**src/hw/rtl/eop_pkg.sv**
```systemverilog
package eop_pkg;

    localparam int NUM_FLOORS = 4;
    localparam int FLOOR_W    = 2;
    localparam int IDX_W      = $clog2(NUM_FLOORS);
    localparam int CMP_W      = (IDX_W > FLOOR_W) ? IDX_W : FLOOR_W;
    localparam int LIGHTS_W   = 12;

    // opcodes
    localparam logic [1:0] OP_ADD    = 2'd0;
    localparam logic [1:0] OP_SERVED = 2'd1;
    localparam logic [1:0] OP_FLUSH  = 2'd2;
    localparam logic [1:0] OP_QUERY  = 2'd3;

    // order kinds
    localparam logic [1:0] KIND_CAB     = 2'd0;
    localparam logic [1:0] KIND_HALL_UP = 2'd1;
    localparam logic [1:0] KIND_HALL_DN = 2'd2;

    typedef enum logic [1:0] {
        ST_IDLE,
        ST_UPDATE,
        ST_SCAN,
        ST_FINISH
    } state_t;

    // pending bits of the floor under scan
    typedef struct packed {
        logic cab;
        logic hall_up;
        logic hall_dn;
    } floor_bits_t;

    // accumulated scan results, relative to the car's floor
    typedef struct packed {
        logic any_lo;
        logic any_hi;
        logic any_at;
        logic cab_at;
        logic up_at;
        logic dn_at;
    } scan_flags_t;

endpackage

```
**src/hw/rtl/elevator_order_planner.sv**
```systemverilog
// Channel | Handshake          | Payload
// --------+--------------------+-----------------------------------------------
// in      | in_valid/in_ready  | opcode, order_floor, order_kind, current_floor,
//         |                    | at_floor, above_floor, travel_direction
// out     | out_valid/out_ready| should_move, should_stop, next_direction,
//         |                    | order_lights
//
// One request occupies the block from the idle state that accepts it, through
// ST_UPDATE, which updates the pending bits, ST_SCAN, which steps each floor
// through the shared compare unit, to ST_FINISH, which loads the result; out_valid
// rises when ST_FINISH loads the output register.
// in_ready is high only in idle; a new request may be taken while the previous
// result still waits in the output register.
// A stalled output holds the sequencer in its last step until the register frees.
// Reset clears all pending orders and the control state.
module elevator_order_planner (
    input  logic        clk,
    input  logic        rst_n,
    input  logic        in_valid,
    output logic        in_ready,
    input  logic [1:0]  opcode,
    input  logic [1:0]  order_floor,
    input  logic [1:0]  order_kind,
    input  logic [1:0]  current_floor,
    input  logic        at_floor,
    input  logic        above_floor,
    input  logic        travel_direction,
    output logic        out_valid,
    input  logic        out_ready,
    output logic        should_move,
    output logic        should_stop,
    output logic        next_direction,
    output logic [11:0] order_lights
);
    import eop_pkg::*;

    state_t state_reg;
    state_t state_next;

    // latched request
    logic [1:0]         op_reg;
    logic [1:0]         ofl_reg;
    logic [1:0]         kind_reg;
    logic [FLOOR_W-1:0] cur_reg;
    logic               at_reg;
    logic               above_reg;
    logic               down_reg;

    // pending orders, bit i = floor i
    logic [NUM_FLOORS-1:0] cab_reg,  cab_next;
    logic [NUM_FLOORS-1:0] up_reg,   up_next;
    logic [NUM_FLOORS-1:0] dn_reg,   dn_next;

    logic [IDX_W-1:0] idx_reg;
    logic [IDX_W-1:0] idx_next;
    logic             last_idx;

    logic        in_acc;
    logic        out_free;
    logic        scan_clear;
    logic        scan_step;
    logic        load_out;
    floor_bits_t cur_bits;
    scan_flags_t flags;

    logic        stop_c;
    logic        ndown_c;
    logic [3*NUM_FLOORS+LIGHTS_W-1:0] lights_ext;

    logic        out_valid_reg;
    logic        move_reg;
    logic        stop_reg;
    logic        ndir_reg;
    logic [LIGHTS_W-1:0] lights_reg;

    assign in_acc   = in_valid & in_ready;
    assign out_free = ~out_valid_reg | out_ready;
    assign last_idx = idx_reg == IDX_W'(NUM_FLOORS - 1);

    // next state
    always_comb
    begin
        state_next = state_reg;
        unique case (state_reg)
            ST_IDLE:
            begin
                if (in_valid)
                begin
                    state_next = ST_UPDATE;
                end
            end
            ST_UPDATE:
            begin
                state_next = ST_SCAN;
            end
            ST_SCAN:
            begin
                if (last_idx)
                begin
                    state_next = ST_FINISH;
                end
            end
            ST_FINISH:
            begin
                if (out_free)
                begin
                    state_next = ST_IDLE;
                end
            end
            default:
            begin
                state_next = ST_IDLE;
            end
        endcase
    end

    // sequencer outputs
    always_comb
    begin
        in_ready   = 1'b0;
        scan_clear = 1'b0;
        scan_step  = 1'b0;
        load_out   = 1'b0;
        idx_next   = idx_reg;
        unique case (state_reg)
            ST_IDLE:
            begin
                in_ready = 1'b1;
            end
            ST_UPDATE:
            begin
                scan_clear = 1'b1;
                idx_next   = '0;
            end
            ST_SCAN:
            begin
                scan_step = 1'b1;
                idx_next  = idx_reg + 1'b1;
            end
            ST_FINISH:
            begin
                load_out = out_free;
            end
            default:
            begin
                in_ready = 1'b0;
            end
        endcase
    end

    // order update: per-floor decode of add and clear
    always_comb
    begin
        cab_next = cab_reg;
        up_next  = up_reg;
        dn_next  = dn_reg;
        if (state_reg == ST_UPDATE)
        begin
            for (int i = 0; i < NUM_FLOORS; i++)
            begin
                if (op_reg == OP_ADD && CMP_W'(ofl_reg) == CMP_W'(i))
                begin
                    case (kind_reg)
                        KIND_CAB:     cab_next[i] = 1'b1;
                        KIND_HALL_UP: up_next[i]  = 1'b1;
                        KIND_HALL_DN: dn_next[i]  = 1'b1;
                        default:      cab_next[i] = cab_reg[i];
                    endcase
                end
                else if (op_reg == OP_SERVED && CMP_W'(cur_reg) == CMP_W'(i))
                begin
                    cab_next[i] = 1'b0;
                    up_next[i]  = 1'b0;
                    dn_next[i]  = 1'b0;
                end
                else if (op_reg == OP_FLUSH)
                begin
                    cab_next[i] = 1'b0;
                    up_next[i]  = 1'b0;
                    dn_next[i]  = 1'b0;
                end
            end
        end
    end

    always_comb
    begin
        cur_bits.cab     = cab_reg[idx_reg];
        cur_bits.hall_up = up_reg[idx_reg];
        cur_bits.hall_dn = dn_reg[idx_reg];
    end

    eop_scan_unit u_scan (
        .clk       (clk),
        .rst_n     (rst_n),
        .clear     (scan_clear),
        .step      (scan_step),
        .idx       (idx_reg),
        .car_floor (cur_reg),
        .bits      (cur_bits),
        .flags     (flags)
    );

    // stop and scan-rule direction from the accumulated flags
    always_comb
    begin
        if (!at_reg)
        begin
            stop_c = 1'b1;
        end
        else
        begin
            stop_c = flags.cab_at
                   | (down_reg ? flags.dn_at : flags.up_at)
                   | (down_reg ? ~flags.any_lo : ~flags.any_hi);
        end

        if (at_reg || above_reg)
        begin
            // above the floor going down, the floor itself counts as below
            if (!down_reg)
            begin
                ndown_c = ~flags.any_hi;
            end
            else
            begin
                ndown_c = flags.any_lo | (~at_reg & flags.any_at);
            end
        end
        else
        begin
            // below the floor going up, the floor itself counts as above
            if (!down_reg)
            begin
                ndown_c = ~(flags.any_hi | flags.any_at);
            end
            else
            begin
                ndown_c = flags.any_lo;
            end
        end

        lights_ext = {{LIGHTS_W{1'b0}}, dn_reg, up_reg, cab_reg};
    end

    always_ff @(posedge clk or negedge rst_n)
    begin
        if (!rst_n)
        begin
            state_reg     <= ST_IDLE;
            cab_reg       <= '0;
            up_reg        <= '0;
            dn_reg        <= '0;
            idx_reg       <= '0;
            out_valid_reg <= 1'b0;
        end
        else
        begin
            state_reg <= state_next;
            cab_reg   <= cab_next;
            up_reg    <= up_next;
            dn_reg    <= dn_next;
            idx_reg   <= idx_next;
            if (load_out)
            begin
                out_valid_reg <= 1'b1;
            end
            else if (out_ready)
            begin
                out_valid_reg <= 1'b0;
            end
        end
    end

    // payload registers
    always_ff @(posedge clk)
    begin
        if (in_acc)
        begin
            op_reg    <= opcode;
            ofl_reg   <= order_floor;
            kind_reg  <= order_kind;
            cur_reg   <= current_floor;
            at_reg    <= at_floor;
            above_reg <= above_floor;
            down_reg  <= travel_direction;
        end
        if (load_out)
        begin
            move_reg   <= |{cab_reg, up_reg, dn_reg};
            stop_reg   <= stop_c;
            ndir_reg   <= ndown_c;
            lights_reg <= lights_ext[LIGHTS_W-1:0];
        end
    end

    assign out_valid      = out_valid_reg;
    assign should_move    = move_reg;
    assign should_stop    = stop_reg;
    assign next_direction = ndir_reg;
    assign order_lights   = lights_reg;

endmodule

```
**src/hw/rtl/eop_scan_unit.sv**
```systemverilog
module eop_scan_unit (
    input  logic                      clk,
    input  logic                      rst_n,
    input  logic                      clear,
    input  logic                      step,
    input  logic [eop_pkg::IDX_W-1:0] idx,
    input  logic [eop_pkg::FLOOR_W-1:0] car_floor,
    input  eop_pkg::floor_bits_t      bits,
    output eop_pkg::scan_flags_t      flags
);
    import eop_pkg::*;

    scan_flags_t flags_reg;
    scan_flags_t flags_next;
    logic [CMP_W-1:0] idx_ext;
    logic [CMP_W-1:0] flr_ext;
    logic             any_bit;
    logic             lt;
    logic             eq;

    // one magnitude compare per floor, shared across the scan
    always_comb
    begin
        idx_ext = CMP_W'(idx);
        flr_ext = CMP_W'(car_floor);
        lt      = idx_ext < flr_ext;
        eq      = idx_ext == flr_ext;
        any_bit = bits.cab | bits.hall_up | bits.hall_dn;

        flags_next = flags_reg;
        if (clear)
        begin
            flags_next = '0;
        end
        else if (step)
        begin
            if (lt)
            begin
                flags_next.any_lo = flags_reg.any_lo | any_bit;
            end
            else if (eq)
            begin
                flags_next.any_at = flags_reg.any_at | any_bit;
                flags_next.cab_at = flags_reg.cab_at | bits.cab;
                flags_next.up_at  = flags_reg.up_at  | bits.hall_up;
                flags_next.dn_at  = flags_reg.dn_at  | bits.hall_dn;
            end
            else
            begin
                flags_next.any_hi = flags_reg.any_hi | any_bit;
            end
        end
    end

    always_ff @(posedge clk or negedge rst_n)
    begin
        if (!rst_n)
        begin
            flags_reg <= '0;
        end
        else
        begin
            flags_reg <= flags_next;
        end
    end

    assign flags = flags_reg;

endmodule
```
**config.mk**
```make
export PLATFORM = sky130hd
export DESIGN_NAME = elevator_order_planner
export DESIGN_NICKNAME = d
export VERILOG_FILES = /design/src/hw/rtl/eop_pkg.sv /design/src/hw/rtl/elevator_order_planner.sv /design/src/hw/rtl/eop_scan_unit.sv
export SDC_FILE = /design/constraint.sdc
export NUM_CORES = 1
export LEC_CHECK = 0
export BUFFER_PORTS_ARGS = -buffer_cell sky130_fd_sc_hd__buf_2
export CORE_MARGIN = 2
export CORE_UTILIZATION = 59
export CTS_CLUSTER_DIAMETER = 100
export DETAILED_ROUTE_END_ITERATION = 12
export GPL_ROUTABILITY_DRIVEN = 0
export PLACE_DENSITY = 0.82
export SYNTH_ARGS = -nofsm -noshare
export SYNTH_HDL_FRONTEND = slang
export SYNTH_SLANG_ARGS = --single-unit
export TNS_END_PERCENT = 5
```
**constraint.sdc**
```tcl
create_clock -name clk -period 3 [get_ports clk]
set_clock_uncertainty 0.2 [all_clocks]
set_input_delay 0.3 -clock clk [delete_from_list [all_inputs] [get_ports clk]]
set_output_delay 0.3 -clock clk [all_outputs]
set_load 0.03 [all_outputs]
```
==> flow_summary_export.csv <==
group,metric,value,unit
drt,firstDrtPassIters,4,
cells_and_area,nets,232,
setup_path,path_cells,"mux4_1 -> or3_4 -> a21oi_1 -> nor2_1",
clock_tree,cts_resized,0,
drt,wl_per_cell,16.3,um
synthesis,syn_inst,162,
sta,worstMarginPinSlew,0.690,ns
power,switching_share,40.1,%
grt,grt_overflow,0,
power,power.density,920,mW/mm^2
drt,viasPerCell,5.81,
hold_path,hold_path.class,"in -> reg",
die,rows,21,
synthesis,syn_area,0.00208,mm^2
grt,antenna_found_initial,0,
drt,ant_nets,0,
die,dieArea,0.00401,mm^2
sta,timing.hold.ws,0.0189,ns
die,initial_utilization,61.8,%
synthesis,netlist.area_leader.share,37.6,%
setup_path,cp.required,3.07,ns
cells_and_area,synthToLayoutAreaGrowth,18.2,%
power,p_switching,905,uW
synthesis,synth-edff-count,26,
cells_and_area,fill_cells,243,
die,die_w,63.3,um
synthesis,ys_types,32,
grt,grt_pass1_vias,1461,
cells_and_area,multi_input_area,672,um^2
flow_run,max_cap_violations,0,
grt,grt_util_all_layers,23.8,%
power,p_leak,1.04,nW
setup_path,critPathMaxFanout,5,
clock_tree,cts_tree,"yes",
sta,finalSetupTns,0,ns
clock_tree,ctsHoldBuffers,12,
drt,drt-initial-drc-count,107,
clock_tree,root_buffer,"clkbuf_4",
synthesis,synth-seq-cells,49,
synthesis,yosysTopAreaCell,"edfxtp_1",
power,p_int,1.35,mW
setup_path,critPathKind,"reg -> reg",
drt,finalWirelength,4.16,mm
sta,timing.final.crit_share,67.3,%
die,io_pins,32,
power,combPwrFrac,37.4,%
synthesis,seq_area_frac_synth,65.3,%
drt,route.detailed.drc,0,
sta,setup_viol,0,
clock_tree,post-cts-setup-buffer-count,0,
sta,grt_setup_unrepaired,"false",
die,core_area,0.00336,mm^2
synthesis,synth_nets,185,
synthesis,yosys-top-cells-area,"edfxtp_1 (38%), dfrtp_1 (28%), a21oi_1 (5.3%)",
placement,dp_hpwl,2.85,mm
grt,grt_pass1_wl,7.10,mm
setup_path,slowest_delay,0.62,ns
setup_path,arrival,2.09,ns
clock_tree,cts_max_path_buffers,2,
setup_path,critPathCaptureType,"flop",
drt,via_count,1487,
sta,relSlewSlack,54.0,%
cells_and_area,regArea,0.00136,mm^2
sta,hold_viol_final,0,
setup_path,cp-start-kind,"flop",
cells_and_area,drive_above_1_share,21.4,%
synthesis,ys_warn_count,0,
sta,fmax,495,MHz
power,ir_worst_vdd,0.462,mV
power,clkPwrFrac,13.1,%
grt,grt_max_degree,24,
clock_tree,cts_num_sinks,49,
power,p_seq_share,49.5,%
sta,slew_violations,0,
clock_tree,cts_buffers,5,
setup_path,crit_slowest_cell,"mux4_1",
clock_tree,clock_latency,0.37,ns
cells_and_area,largest_reg_flops,12,
sta,layout_min_cycle_time,2.02,ns
cells_and_area,diodes,0,
synthesis,avgSynthCellArea,12.8,um^2
clock_tree,clk_pin_slew,0.14,ns
clock_tree,htreeDepth,2,
die,die_h,63.3,um
outcome,status,"complete, no violations",
synthesis,async_reset_ff_share,46.9,%
placement,port_buffers,31,
synthesis,synth_top_flop_cell,"edfxtp_1",
==> final timing paths <==
path                                             startpoint  slack, ns  cells after the start                           to
worst max-delay path                 idx_reg[0]$_DFFE_PN0P_       0.98                      4  u_scan.flags[3]$_DFFE_PN0P_
worst min-delay path                              out_ready       0.02                      3        out_valid$_DFFE_PN0P_
worst max register to register       idx_reg[0]$_DFFE_PN0P_       0.98                      4  u_scan.flags[3]$_DFFE_PN0P_
worst min register to register  u_scan.flags[2]$_DFFE_PN0P_       0.32                      2  u_scan.flags[2]$_DFFE_PN0P_
max in group asynchronous                             rst_n       2.02                      2        up_reg[1]$_DFFE_PN0P_
min in group asynchronous                             rst_n       0.22                      2  u_scan.flags[5]$_DFFE_PN0P_
==> worst max-delay path, delay by kind of cell (launching register included) <==
family             cells  cell delay [ns]
AOI/OAI and AO/OA      1             0.20
DFF                    1             0.49
muxes                  1             0.62
and+or+nand+nor        2             0.42
==> stage by stage <==
stage                     cell area [um^2]  utilization [%]  power (mW)  setup WS, ns  std cells
after floorplan                       2080                -        1.71          1.11        162
after global placement                2280             67.7        1.89          1.09        236
after detailed placement              2280             67.7        1.95          1.03        236
after CTS                             2450             73.0        2.26          1.02        256
after global routing                  2450             73.0        2.41         0.851        256
final                                 2450             73.0        2.26         0.980        256
==> final cells by class <==
| class | count | area share [%] |
|---|---|---|
| sequential | 49 | 55.2 |
| timing repair buffer | 43 | 11.2 |
| inverter | 10 | 1.53 |
| tap | 46 | 2.34 |
| clock buffer | 6 | 1.68 |
| clock inverter | 2 | 0.612 |
| multi-input combinational | 100 | 27.4 |
==> Yosys cell counts, types with 3 or more instances <==
cell type	number
nand2_1	4
nor2_1	20
nand2b_1	4
edfxtp_1	26
and2_1	3
nor4_1	3
nand3b_1	3
inv_1	10
o21ai_0	4
ha_1	8
a221oi_1	4
dfrtp_1	23
a21oi_1	22
nand3_1	4
==> layer usage <==
layer / global-route usage [%] / vias up / wire length (um)
li1: - / 692 / -
met2: 39.1 / 76 / 2120
met3: 5.71 / 12 / 308
met1: 29.7 / 707 / 1640
met5: 0 / - / 0
met4: 11.7 / 0 / 92
==> power groups by stage <==
| stage | Sequential (mW) | Combinational [mW] | Clock (mW) |
|---|---|---|---|
| global placement | 1.11 | 0.776 | 0 |
| global route | 1.14 | 0.938 | 0.333 |
| floorplan | 1.22 | 0.487 | 0 |
| CTS | 1.11 | 0.837 | 0.304 |
| finish | 1.12 | 0.845 | 0.296 |
| detailed placement | 1.13 | 0.819 | 0 |
==> cells in the final DEF, fill, tap and decap left out, drive strengths merged, types with 6 or more instances in the layout <==
cell type / count
inv: 10
dlygate4sd3: 12
edfxtp: 26
nor2: 20
dfrtp: 23
clkbuf: 6
ha: 8
buf: 31
a21oi: 22
==> kinds of logic (layout without fill, tap and decap cells) <==
group / Yosys count / count (layout) / synth area share (%)
AO/OA/AOI/OAI: 36 / 36 / 10.2
flip-flops: 49 / 49 / 65.3
buffers and inverters: 13 / 61 / 2.35
multiplexers: 4 / 4 / 3.98
adder cells (fa/ha/maj): 8 / 8 / 4.82
AND/OR/NAND/NOR: 52 / 52 / 13.3
No activity file was read; power rests on OpenSTA's default activity.
